--- src/dle_pkg.sv ---
// Shared types and constants for the DLE/ETX packet deframer.
`timescale 1ns / 1ps

package dle_pkg;

   // Framing characters
   localparam logic [7:0] CH_DLE = 8'h10;
   localparam logic [7:0] CH_ETX = 8'h03;

   // Packet ids and subcodes that the classifier knows
   localparam logic [7:0] ID_TIMING   = 8'h8f;
   localparam logic [7:0] ID_VERSION  = 8'h45;
   localparam logic [7:0] SUB_PRIMARY = 8'hab;
   localparam logic [7:0] SUB_SUPPL   = 8'hac;
   localparam logic [7:0] SUB_MASK    = 8'ha5;

   // Required payload lengths
   localparam int LEN_PRIMARY = 17;
   localparam int LEN_VERSION = 10;
   localparam int LEN_SUPPL   = 68;

   // Result field widths
   localparam int KIND_W  = 3;
   localparam int CLASS_W = 3;
   localparam int IDX_W   = 10;
   localparam int LEN_W   = 11;

   // Depth of the token queue between front and back
   localparam int QUEUE_DEPTH = 4;

   // Escape-decoded token from the front
   typedef enum logic [1:0] {
      TOK_DATA,
      TOK_START,
      TOK_END
   } tok_kind_type;

   typedef struct packed {
      tok_kind_type kind;
      logic [7:0]   value;
   } token_type;

   // Result kinds
   typedef enum logic [KIND_W-1:0] {
      KIND_PAYLOAD  = 3'd0,
      KIND_END      = 3'd1,
      KIND_ABORT    = 3'd2,
      KIND_NO_START = 3'd3,
      KIND_OVERFLOW = 3'd4
   } kind_type;

   // Packet classes
   typedef enum logic [CLASS_W-1:0] {
      CLASS_PRIMARY = 3'd0,
      CLASS_VERSION = 3'd1,
      CLASS_SUPPL   = 3'd2,
      CLASS_MASK    = 3'd3,
      CLASS_UNKNOWN = 3'd4
   } class_type;

   // Back-end framing state
   typedef enum logic {
      MODE_HUNT,
      MODE_DATA
   } mode_type;

   // One result item
   typedef struct packed {
      kind_type         kind;
      logic [7:0]       packet_id;
      logic [7:0]       data_byte;
      logic [IDX_W-1:0] byte_index;
      class_type        packet_class;
      logic [LEN_W-1:0] payload_length;
      logic             length_ok;
      logic             is_last;
   } result_type;

endpackage

--- src/dle_front.sv ---
// Front end: accepts bytes and resolves DLE escapes into tokens.
`timescale 1ns / 1ps

module dle_front (
   input  logic                clock,
   input  logic                reset,
   input  logic                req_valid,
   input  logic [7:0]          req_rx_byte,
   output logic                req_stall,
   input  logic                q_full,
   output logic                push,
   output dle_pkg::token_type  push_tok
);
   import dle_pkg::*;

   logic take;
   logic dle_pending_ff;
   logic dle_pending_in;

   assign req_stall = q_full;
   assign take      = req_valid && !q_full;

   // Escape decode: DLE DLE is a data DLE, DLE ETX ends, DLE x starts with id x
   always_comb begin
      dle_pending_in = dle_pending_ff;
      push           = 1'b0;
      push_tok.kind  = TOK_DATA;
      push_tok.value = req_rx_byte;
      if (take) begin
         if (!dle_pending_ff) begin
            if (req_rx_byte == CH_DLE) begin
               dle_pending_in = 1'b1;
            end else begin
               push = 1'b1;
            end
         end else begin
            dle_pending_in = 1'b0;
            push           = 1'b1;
            if (req_rx_byte == CH_DLE) begin
               push_tok.kind = TOK_DATA;
            end else if (req_rx_byte == CH_ETX) begin
               push_tok.kind = TOK_END;
            end else begin
               push_tok.kind = TOK_START;
            end
         end
      end
   end

   always_ff @(posedge clock) begin
      if (reset) begin
         dle_pending_ff <= 1'b0;
      end else begin
         dle_pending_ff <= dle_pending_in;
      end
   end

endmodule

--- src/dle_queue.sv ---
// Short token queue that decouples the front end from the back end.
`timescale 1ns / 1ps

module dle_queue (
   input  logic                clock,
   input  logic                reset,
   input  logic                push,
   input  dle_pkg::token_type  push_tok,
   input  logic                pop,
   output logic                full,
   output logic                not_empty,
   output dle_pkg::token_type  head_tok
);
   import dle_pkg::*;

   localparam int PTR_W = $clog2(QUEUE_DEPTH);
   localparam int CNT_W = $clog2(QUEUE_DEPTH + 1);

   token_type        slot_ff [QUEUE_DEPTH];
   logic [PTR_W-1:0] wr_ptr_ff;
   logic [PTR_W-1:0] wr_ptr_in;
   logic [PTR_W-1:0] rd_ptr_ff;
   logic [PTR_W-1:0] rd_ptr_in;
   logic [CNT_W-1:0] count_ff;
   logic [CNT_W-1:0] count_in;
   logic             do_push;
   logic             do_pop;

   assign full      = (count_ff == CNT_W'(QUEUE_DEPTH));
   assign not_empty = (count_ff != '0);
   assign head_tok  = slot_ff[rd_ptr_ff];
   assign do_push   = push && !full;
   assign do_pop    = pop && not_empty;

   // Pointer and fill-count update
   always_comb begin
      wr_ptr_in = wr_ptr_ff;
      rd_ptr_in = rd_ptr_ff;
      count_in  = count_ff;
      if (do_push) begin
         wr_ptr_in = (wr_ptr_ff == PTR_W'(QUEUE_DEPTH - 1)) ? '0 : wr_ptr_ff + 1'b1;
      end
      if (do_pop) begin
         rd_ptr_in = (rd_ptr_ff == PTR_W'(QUEUE_DEPTH - 1)) ? '0 : rd_ptr_ff + 1'b1;
      end
      if (do_push && !do_pop) begin
         count_in = count_ff + 1'b1;
      end else if (do_pop && !do_push) begin
         count_in = count_ff - 1'b1;
      end
   end

   always_ff @(posedge clock) begin
      if (reset) begin
         wr_ptr_ff <= '0;
         rd_ptr_ff <= '0;
         count_ff  <= '0;
      end else begin
         wr_ptr_ff <= wr_ptr_in;
         rd_ptr_ff <= rd_ptr_in;
         count_ff  <= count_in;
      end
   end

   // Storage
   always_ff @(posedge clock) begin
      if (do_push) begin
         slot_ff[wr_ptr_ff] <= push_tok;
      end
   end

   a_count_bound: assert property (@(posedge clock) disable iff (reset)
      count_ff <= CNT_W'(QUEUE_DEPTH))
      else $error("queue fill count beyond depth");

endmodule

--- src/dle_back.sv ---
// Back end: packet framing state, payload indexing, classification, result register.
`timescale 1ns / 1ps

module dle_back #(
   parameter int MAX_PAYLOAD = 1024
) (
   input  logic                 clock,
   input  logic                 reset,
   input  logic                 tok_valid,
   input  dle_pkg::token_type   tok,
   output logic                 pop,
   output logic                 rsp_valid,
   input  logic                 rsp_stall,
   output dle_pkg::result_type  rsp
);
   import dle_pkg::*;

   localparam int CNT_W  = $clog2(MAX_PAYLOAD + 1);
   localparam int WIDE_W = (CNT_W > LEN_W) ? CNT_W : LEN_W;

   mode_type         mode_ff;
   mode_type         mode_in;
   logic [7:0]       id_ff;
   logic [7:0]       id_in;
   logic [7:0]       sub_ff;
   logic [7:0]       sub_in;
   logic [CNT_W-1:0] count_ff;
   logic [CNT_W-1:0] count_in;
   logic [WIDE_W-1:0] count_wide;
   logic             rsp_valid_ff;
   logic             rsp_valid_in;
   result_type       rsp_ff;
   result_type       rsp_in;
   logic             overflow;
   logic             has_bytes;
   class_type        cls;
   logic             len_ok;

   assign pop        = tok_valid && (!rsp_valid_ff || !rsp_stall);
   assign rsp_valid  = rsp_valid_ff;
   assign rsp        = rsp_ff;
   assign overflow   = (count_ff >= CNT_W'(MAX_PAYLOAD));
   assign has_bytes  = (count_ff != '0);
   assign count_wide = WIDE_W'(count_ff);

   // Packet classification from id, subcode and length
   always_comb begin
      if (id_ff == ID_TIMING && has_bytes && sub_ff == SUB_PRIMARY) begin
         cls    = CLASS_PRIMARY;
         len_ok = (count_wide == WIDE_W'(LEN_PRIMARY));
      end else if (id_ff == ID_VERSION) begin
         cls    = CLASS_VERSION;
         len_ok = (count_wide == WIDE_W'(LEN_VERSION));
      end else if (id_ff == ID_TIMING && has_bytes && sub_ff == SUB_SUPPL) begin
         cls    = CLASS_SUPPL;
         len_ok = (count_wide == WIDE_W'(LEN_SUPPL));
      end else if (id_ff == ID_TIMING && has_bytes && sub_ff == SUB_MASK) begin
         cls    = CLASS_MASK;
         len_ok = 1'b1;
      end else begin
         cls    = CLASS_UNKNOWN;
         len_ok = 1'b0;
      end
   end

   // Next framing state
   always_comb begin
      mode_in = mode_ff;
      if (pop) begin
         case (mode_ff)
            MODE_HUNT: begin
               if (tok.kind == TOK_START) begin
                  mode_in = MODE_DATA;
               end
            end
            MODE_DATA: begin
               case (tok.kind)
                  TOK_DATA:  mode_in = overflow ? MODE_HUNT : MODE_DATA;
                  TOK_END:   mode_in = MODE_HUNT;
                  TOK_START: mode_in = MODE_DATA;
                  default:   mode_in = MODE_HUNT;
               endcase
            end
            default: mode_in = MODE_HUNT;
         endcase
      end
   end

   // Packet registers and result item
   always_comb begin
      id_in        = id_ff;
      sub_in       = sub_ff;
      count_in     = count_ff;
      rsp_in       = rsp_ff;
      rsp_valid_in = rsp_valid_ff && rsp_stall;
      if (pop) begin
         rsp_in.kind           = KIND_PAYLOAD;
         rsp_in.packet_id      = id_ff;
         rsp_in.data_byte      = '0;
         rsp_in.byte_index     = '0;
         rsp_in.packet_class   = CLASS_PRIMARY;
         rsp_in.payload_length = '0;
         rsp_in.length_ok      = 1'b0;
         rsp_in.is_last        = 1'b0;
         case (mode_ff)
            MODE_HUNT: begin
               if (tok.kind == TOK_START) begin
                  id_in    = tok.value;
                  sub_in   = '0;
                  count_in = '0;
               end else if (tok.kind == TOK_END) begin
                  rsp_valid_in     = 1'b1;
                  rsp_in.kind      = KIND_NO_START;
                  rsp_in.packet_id = '0;
               end
            end
            MODE_DATA: begin
               rsp_valid_in = 1'b1;
               case (tok.kind)
                  TOK_DATA: begin
                     if (overflow) begin
                        rsp_in.kind           = KIND_OVERFLOW;
                        rsp_in.payload_length = count_wide[LEN_W-1:0];
                        rsp_in.is_last        = 1'b1;
                     end else begin
                        rsp_in.data_byte  = tok.value;
                        rsp_in.byte_index = count_wide[IDX_W-1:0];
                        if (!has_bytes) begin
                           sub_in = tok.value;
                        end
                        count_in = count_ff + 1'b1;
                     end
                  end
                  TOK_END: begin
                     rsp_in.kind           = KIND_END;
                     rsp_in.packet_class   = cls;
                     rsp_in.payload_length = count_wide[LEN_W-1:0];
                     rsp_in.length_ok      = len_ok;
                     rsp_in.is_last        = 1'b1;
                  end
                  default: begin
                     // lone DLE: abort the old packet, open a new one
                     rsp_in.kind           = KIND_ABORT;
                     rsp_in.payload_length = count_wide[LEN_W-1:0];
                     rsp_in.is_last        = 1'b1;
                     id_in                 = tok.value;
                     sub_in                = '0;
                     count_in              = '0;
                  end
               endcase
            end
            default: begin
               rsp_valid_in = 1'b0;
            end
         endcase
      end
   end

   always_ff @(posedge clock) begin
      if (reset) begin
         mode_ff      <= MODE_HUNT;
         id_ff        <= '0;
         sub_ff       <= '0;
         count_ff     <= '0;
         rsp_valid_ff <= 1'b0;
      end else begin
         mode_ff      <= mode_in;
         id_ff        <= id_in;
         sub_ff       <= sub_in;
         count_ff     <= count_in;
         rsp_valid_ff <= rsp_valid_in;
      end
   end

   always_ff @(posedge clock) begin
      rsp_ff <= rsp_in;
   end

   a_count_max: assert property (@(posedge clock) disable iff (reset)
      count_ff <= CNT_W'(MAX_PAYLOAD))
      else $error("payload count beyond maximum");

   a_no_pop_stalled: assert property (@(posedge clock) disable iff (reset)
      (rsp_valid_ff && rsp_stall) |-> !pop)
      else $error("token consumed while result held");

   a_last_kind: assert property (@(posedge clock) disable iff (reset)
      rsp_valid_ff |-> (rsp_ff.is_last ==
         (rsp_ff.kind == KIND_END || rsp_ff.kind == KIND_ABORT ||
          rsp_ff.kind == KIND_OVERFLOW)))
      else $error("is_last does not match result kind");

   a_hunt_after_close: assert property (@(posedge clock) disable iff (reset)
      (pop && mode_ff == MODE_DATA && tok.kind == TOK_END) |=> (mode_ff == MODE_HUNT))
      else $error("framing did not return to hunt after packet end");

endmodule

--- src/dle_etx_packet_deframer_unit.sv ---
// Top level of the DLE/ETX packet deframer.
`timescale 1ns / 1ps

// Takes one serial byte per item and recovers packets framed as DLE id payload
// DLE ETX with DLE DLE stuffing. Each payload byte comes out as a result item
// with its packet id and index; DLE ETX gives a packet-end item with class,
// length and length check; a lone DLE aborts and restarts, DLE ETX outside a
// packet and payload overflow are flagged. A byte enters every cycle while the
// queue is not full: the front end resolves escapes with a single pending-DLE
// flag, a four-token queue feeds the back end, and the back end turns one token
// per cycle, unless rsp_stall holds its result, into at most one result in its
// output register. No clearing pass after reset is needed.

module dle_etx_packet_deframer_unit #(
   parameter int MAX_PAYLOAD = 1024
) (
   input  logic        clock,
   input  logic        reset,
   input  logic        req_valid,
   output logic        req_stall,
   input  logic [7:0]  req_rx_byte,
   output logic        rsp_valid,
   input  logic        rsp_stall,
   output logic [2:0]  rsp_kind,
   output logic [7:0]  rsp_packet_id,
   output logic [7:0]  rsp_data_byte,
   output logic [9:0]  rsp_byte_index,
   output logic [2:0]  rsp_packet_class,
   output logic [10:0] rsp_payload_length,
   output logic        rsp_length_ok,
   output logic        rsp_is_last
);
   import dle_pkg::*;

   logic       push;
   token_type  push_tok;
   logic       q_full;
   logic       q_not_empty;
   token_type  head_tok;
   logic       pop;
   result_type rsp;

   dle_front u_front (
      .clock       (clock),
      .reset       (reset),
      .req_valid   (req_valid),
      .req_rx_byte (req_rx_byte),
      .req_stall   (req_stall),
      .q_full      (q_full),
      .push        (push),
      .push_tok    (push_tok)
   );

   dle_queue u_queue (
      .clock     (clock),
      .reset     (reset),
      .push      (push),
      .push_tok  (push_tok),
      .pop       (pop),
      .full      (q_full),
      .not_empty (q_not_empty),
      .head_tok  (head_tok)
   );

   dle_back #(
      .MAX_PAYLOAD (MAX_PAYLOAD)
   ) u_back (
      .clock     (clock),
      .reset     (reset),
      .tok_valid (q_not_empty),
      .tok       (head_tok),
      .pop       (pop),
      .rsp_valid (rsp_valid),
      .rsp_stall (rsp_stall),
      .rsp       (rsp)
   );

   // Result fields onto their ports
   assign rsp_kind           = rsp.kind;
   assign rsp_packet_id      = rsp.packet_id;
   assign rsp_data_byte      = rsp.data_byte;
   assign rsp_byte_index     = rsp.byte_index;
   assign rsp_packet_class   = rsp.packet_class;
   assign rsp_payload_length = rsp.payload_length;
   assign rsp_length_ok      = rsp.length_ok;
   assign rsp_is_last        = rsp.is_last;

endmodule
--- config.mk ---
export PLATFORM = sky130hd
export DESIGN_NAME = dle_etx_packet_deframer_unit
export DESIGN_NICKNAME = d
export VERILOG_FILES = /design/src/dle_pkg.sv /design/src/dle_front.sv /design/src/dle_queue.sv /design/src/dle_back.sv /design/src/dle_etx_packet_deframer_unit.sv
export SDC_FILE = /design/constraint.sdc
export NUM_CORES = 1
export LEC_CHECK = 0
export CAP_MARGIN = 10
export CORE_ASPECT_RATIO = 0.8
export CORE_MARGIN = 3
export CORE_UTILIZATION = 46
export DETAILED_ROUTE_END_ITERATION = 6
export DONT_BUFFER_PORTS = 1
export PLACE_DENSITY = 0.58
export SLEW_MARGIN = 15
export SYNTH_ARGS = -nofsm -noshare
export SYNTH_HDL_FRONTEND = slang
export SYNTH_SLANG_ARGS = --single-unit
--- constraint.sdc ---
create_clock -name clock -period 3.5 [get_ports clock]
set_clock_uncertainty 0.1 [all_clocks]
set_input_delay 0.7 -clock clock [delete_from_list [all_inputs] [get_ports clock]]
set_output_delay 0.7 -clock clock [all_outputs]
set_load 0.02 [all_outputs]
==> run_results.csv <==
group,metric,value,unit
run_status,status,"completed",
grt,grt.total_usage,16.7,%
min_path,holdCritStartpoint,"reset",
detailed_routing,drt_iter0_drc,184,
die,dieArea,12600,um^2
place,dp_cells,521,
timing,setup_tns,0,ns
die,rows,34,
logic_synthesis,syn_nets,411,
timing,fin_crit,2.85,ns
logic_synthesis,synthCells,388,
finish,area_growth,13.9,%
setup_path,reg2reg_depth,9,
cts,post_cts_resized,0,
setup_path,critPathKind,"reg -> reg",
finish,num-fill-cells,876,
place,gp_congestion,0.760,
setup_path,crit_arrival,3.09,ns
logic_synthesis,ys_types,55,
cts,cts_tree,"done",
place,post-place-ws,0.543,ns
place,dpl-instance-area,5350,um^2
detailed_routing,vias,2996,
timing,fmax,351,MHz
timing,setup_violations,0,
logic_synthesis,synth_edf_count,85,
cts,insertion_delay,0.41,ns
finish,nNetsFinal,420,
die,die_h,101,um
finish,layout_commonest_cell,"edfxtp_1",
cts,cts_setup_buffers,0,
finish,drive_gt1_share,13.9,%
logic_synthesis,syn_area_per_cell,13.4,um^2
logic_synthesis,seq_area_frac_synth,64.1,%
die,fp.coreArea,10900,um^2
grt,grt_pass1_wl,16.3,mm
finish,fin_cells,554,
pwr,power-per-cell-area,889,nW/um^2
setup_path,r2r_start,"u_queue.count_ff[0]",
timing,worst_slew_pin_slew,0.764,ns
pwr,ir_drop,0.405,mV
setup_path,critical_path.startpoint_type,"register",
die,initial_core_util,47.5,%
timing,setup_slack,0.650,ns
grt,grt_pass1_vias,3088,
cts,cts_buffers,17,
min_path,min_to,"u_queue.wr_ptr_ff[1]",
logic_synthesis,ys.flop_type,"edfxtp_1",
cts,clockBufferDepth,2,
cts,clk_pin_slew,0.06,ns
pwr,leakagePower,2.14,nW
cts,clkSinkCount,124,
cts,clock-root-buffer,"clkbuf_16",
timing,final.period_utilization,81.4,%
finish,mostFrequentLayoutCells,"edfxtp_1, dfxtp_1, nor2_1",
setup_path,cp_max_fo,8,
place,dpl.hpwl,6.70,mm
timing,drv_slew,0,
cts,htreeDepth,4,
min_path,worst_hold_path.num_cells,1,
pwr,finalPower,5.26,mW
setup_path,crit_required,3.74,ns
detailed_routing,postRouteWirelength,9.68,mm
grt,grt_max_degree,28,
detailed_routing,routedWlPerCell,17.5,um
finish,fin_area,5920,um^2
min_path,min-delay-path-class,"in -> reg",
place,io_buffers,0,
setup_path,cp-end-kind,"register",
timing,rsz0062_at_grt,"false",
grt,grt_overflow,0,
timing,hold_slack,0.255,ns
timing,max_slew_margin,49.0,%
logic_synthesis,synth_warnings,0,
detailed_routing,drc_errors,0,
detailed_routing,drtPass1Iterations,4,
timing,finalHoldViolations,0,
finish,finish.utilization,54.1,%
detailed_routing,vias_per_cell,5.41,
logic_synthesis,ys_ff_latch,124,
detailed_routing,antenna_left,0,
setup_path,worst-r2r-setup-slack,0.65,ns
logic_synthesis,synth_area,5200,um^2
logic_synthesis,async_flop_share,0,%
setup_path,rr_endpoint,"u_queue.count_ff[2]",
die,dieWidth,125,um
grt,antenna_found_initial,0,
flow_run,drv_cap,0,
finish,diodes,0,
cts,cts.hold.buffers_added,0,
die,ios,59,
==> critical path, cell delays in order, from the launching register on <==
cell	delay [ns]
dfxtp_1	0.42
nor3b_1	0.17
nor2b_1	0.22
a21boi_1	0.53
ha_1	0.30
inv_1	0.06
fa_1	0.38
xor2_1	0.16
or3_1	0.31
a21oi_1	0.14
==> Yosys cell counts (3+ instances only) <==
library cell	instances	share of area [%]
edfxtp_1	85	49
dfxtp_1	39	15
nor2_1	34	2.5
and2_1	33	4.0
nand2_1	16	1.2
o21ai_0	15	1.4
nor2b_1	14	1.7
mux2i_1	13	2.5
nor3_1	12	1.2
a21oi_1	10	0.96
ha_1	10	2.4
mux4_2	10	4.3
a22o_1	9	1.5
clkbuf_1	9	0.65
inv_1	6	0.43
nand3_1	6	0.58
o31ai_1	6	0.87
nand4b_1	5	0.84
buf_2	4	0.39
nor4_1	4	0.48
buf_1	3	0.22
nand2b_1	3	0.36
or4_1	3	0.43
xor2_1	3	0.51
==> state kept, by name (all words and copies together), names as in the netlist, named ones only <==
name                    flops
u_back.rsp                 45
u_queue.wr_ptr_ff           2
u_back.mode_ff              1
u_back.count_ff            11
u_back.id_ff                8
u_back.sub_ff               8
u_queue.slot_ff            40
u_front.dle_pending_ff      1
u_queue.count_ff            3
u_back.rsp_valid            1
u_queue.rd_ptr_ff           2
==> kinds of logic after synthesis <==
| kind of cell | Yosys count | share of synthesized area, % |
|---|---|---|
| buffers and inverters | 24 | 1.97 |
| muxes | 24 | 7.05 |
| and+or+nand+nor | 146 | 15.8 |
| DFF | 124 | 64.1 |
| adders and majority gates | 11 | 2.79 |
| xor gates and xnor gates | 3 | 0.506 |
| AOI/OAI and AO/OA | 56 | 7.70 |
==> per-layer routing <==
metal | track usage, % | share of wire (%)
met2 | 26.3 | 48
met1 | 21.8 | 47
met3 | 4.82 | 3.8
met5 | 0 | 0
met4 | 7.50 | 0.65
==> how the worst max path moves through the flow <==
stage                              from                  end  slack, ns  cells past startpoint
floorplan                     rsp_stall     u_back.sub_ff[0]       0.42                      6
global placement              req_valid  u_queue.count_ff[2]       0.63                      8
detailed placement            req_valid  u_queue.count_ff[2]       0.54                      8
CTS                 u_queue.count_ff[0]  u_queue.count_ff[2]       0.62                      9
global route        u_queue.count_ff[1]  u_queue.count_ff[2]       0.37                      9
finish              u_queue.count_ff[0]  u_queue.count_ff[2]       0.65                      9
==> where the power goes <==
part,internal (mW),switching [mW]
sequential,2.06,0.525
clock,0.986,0.668
combinational,0.391,0.632
total,3.44,1.83
==> area by class of cell <==
type / count / area (um^2) / share of cell area (%)
flip-flops and latches: 124 / 3330 / 56.3
multi-input cells: 240 / 1760 / 29.8
clock buffers: 17 / 425 / 7.19
well taps: 144 / 180 / 3.04
clock inverters: 15 / 139 / 2.35
repair buffers: 7 / 52.6 / 0.888
inverters: 7 / 26.3 / 0.444
Note: power is estimated with default switching activity, not from simulation.
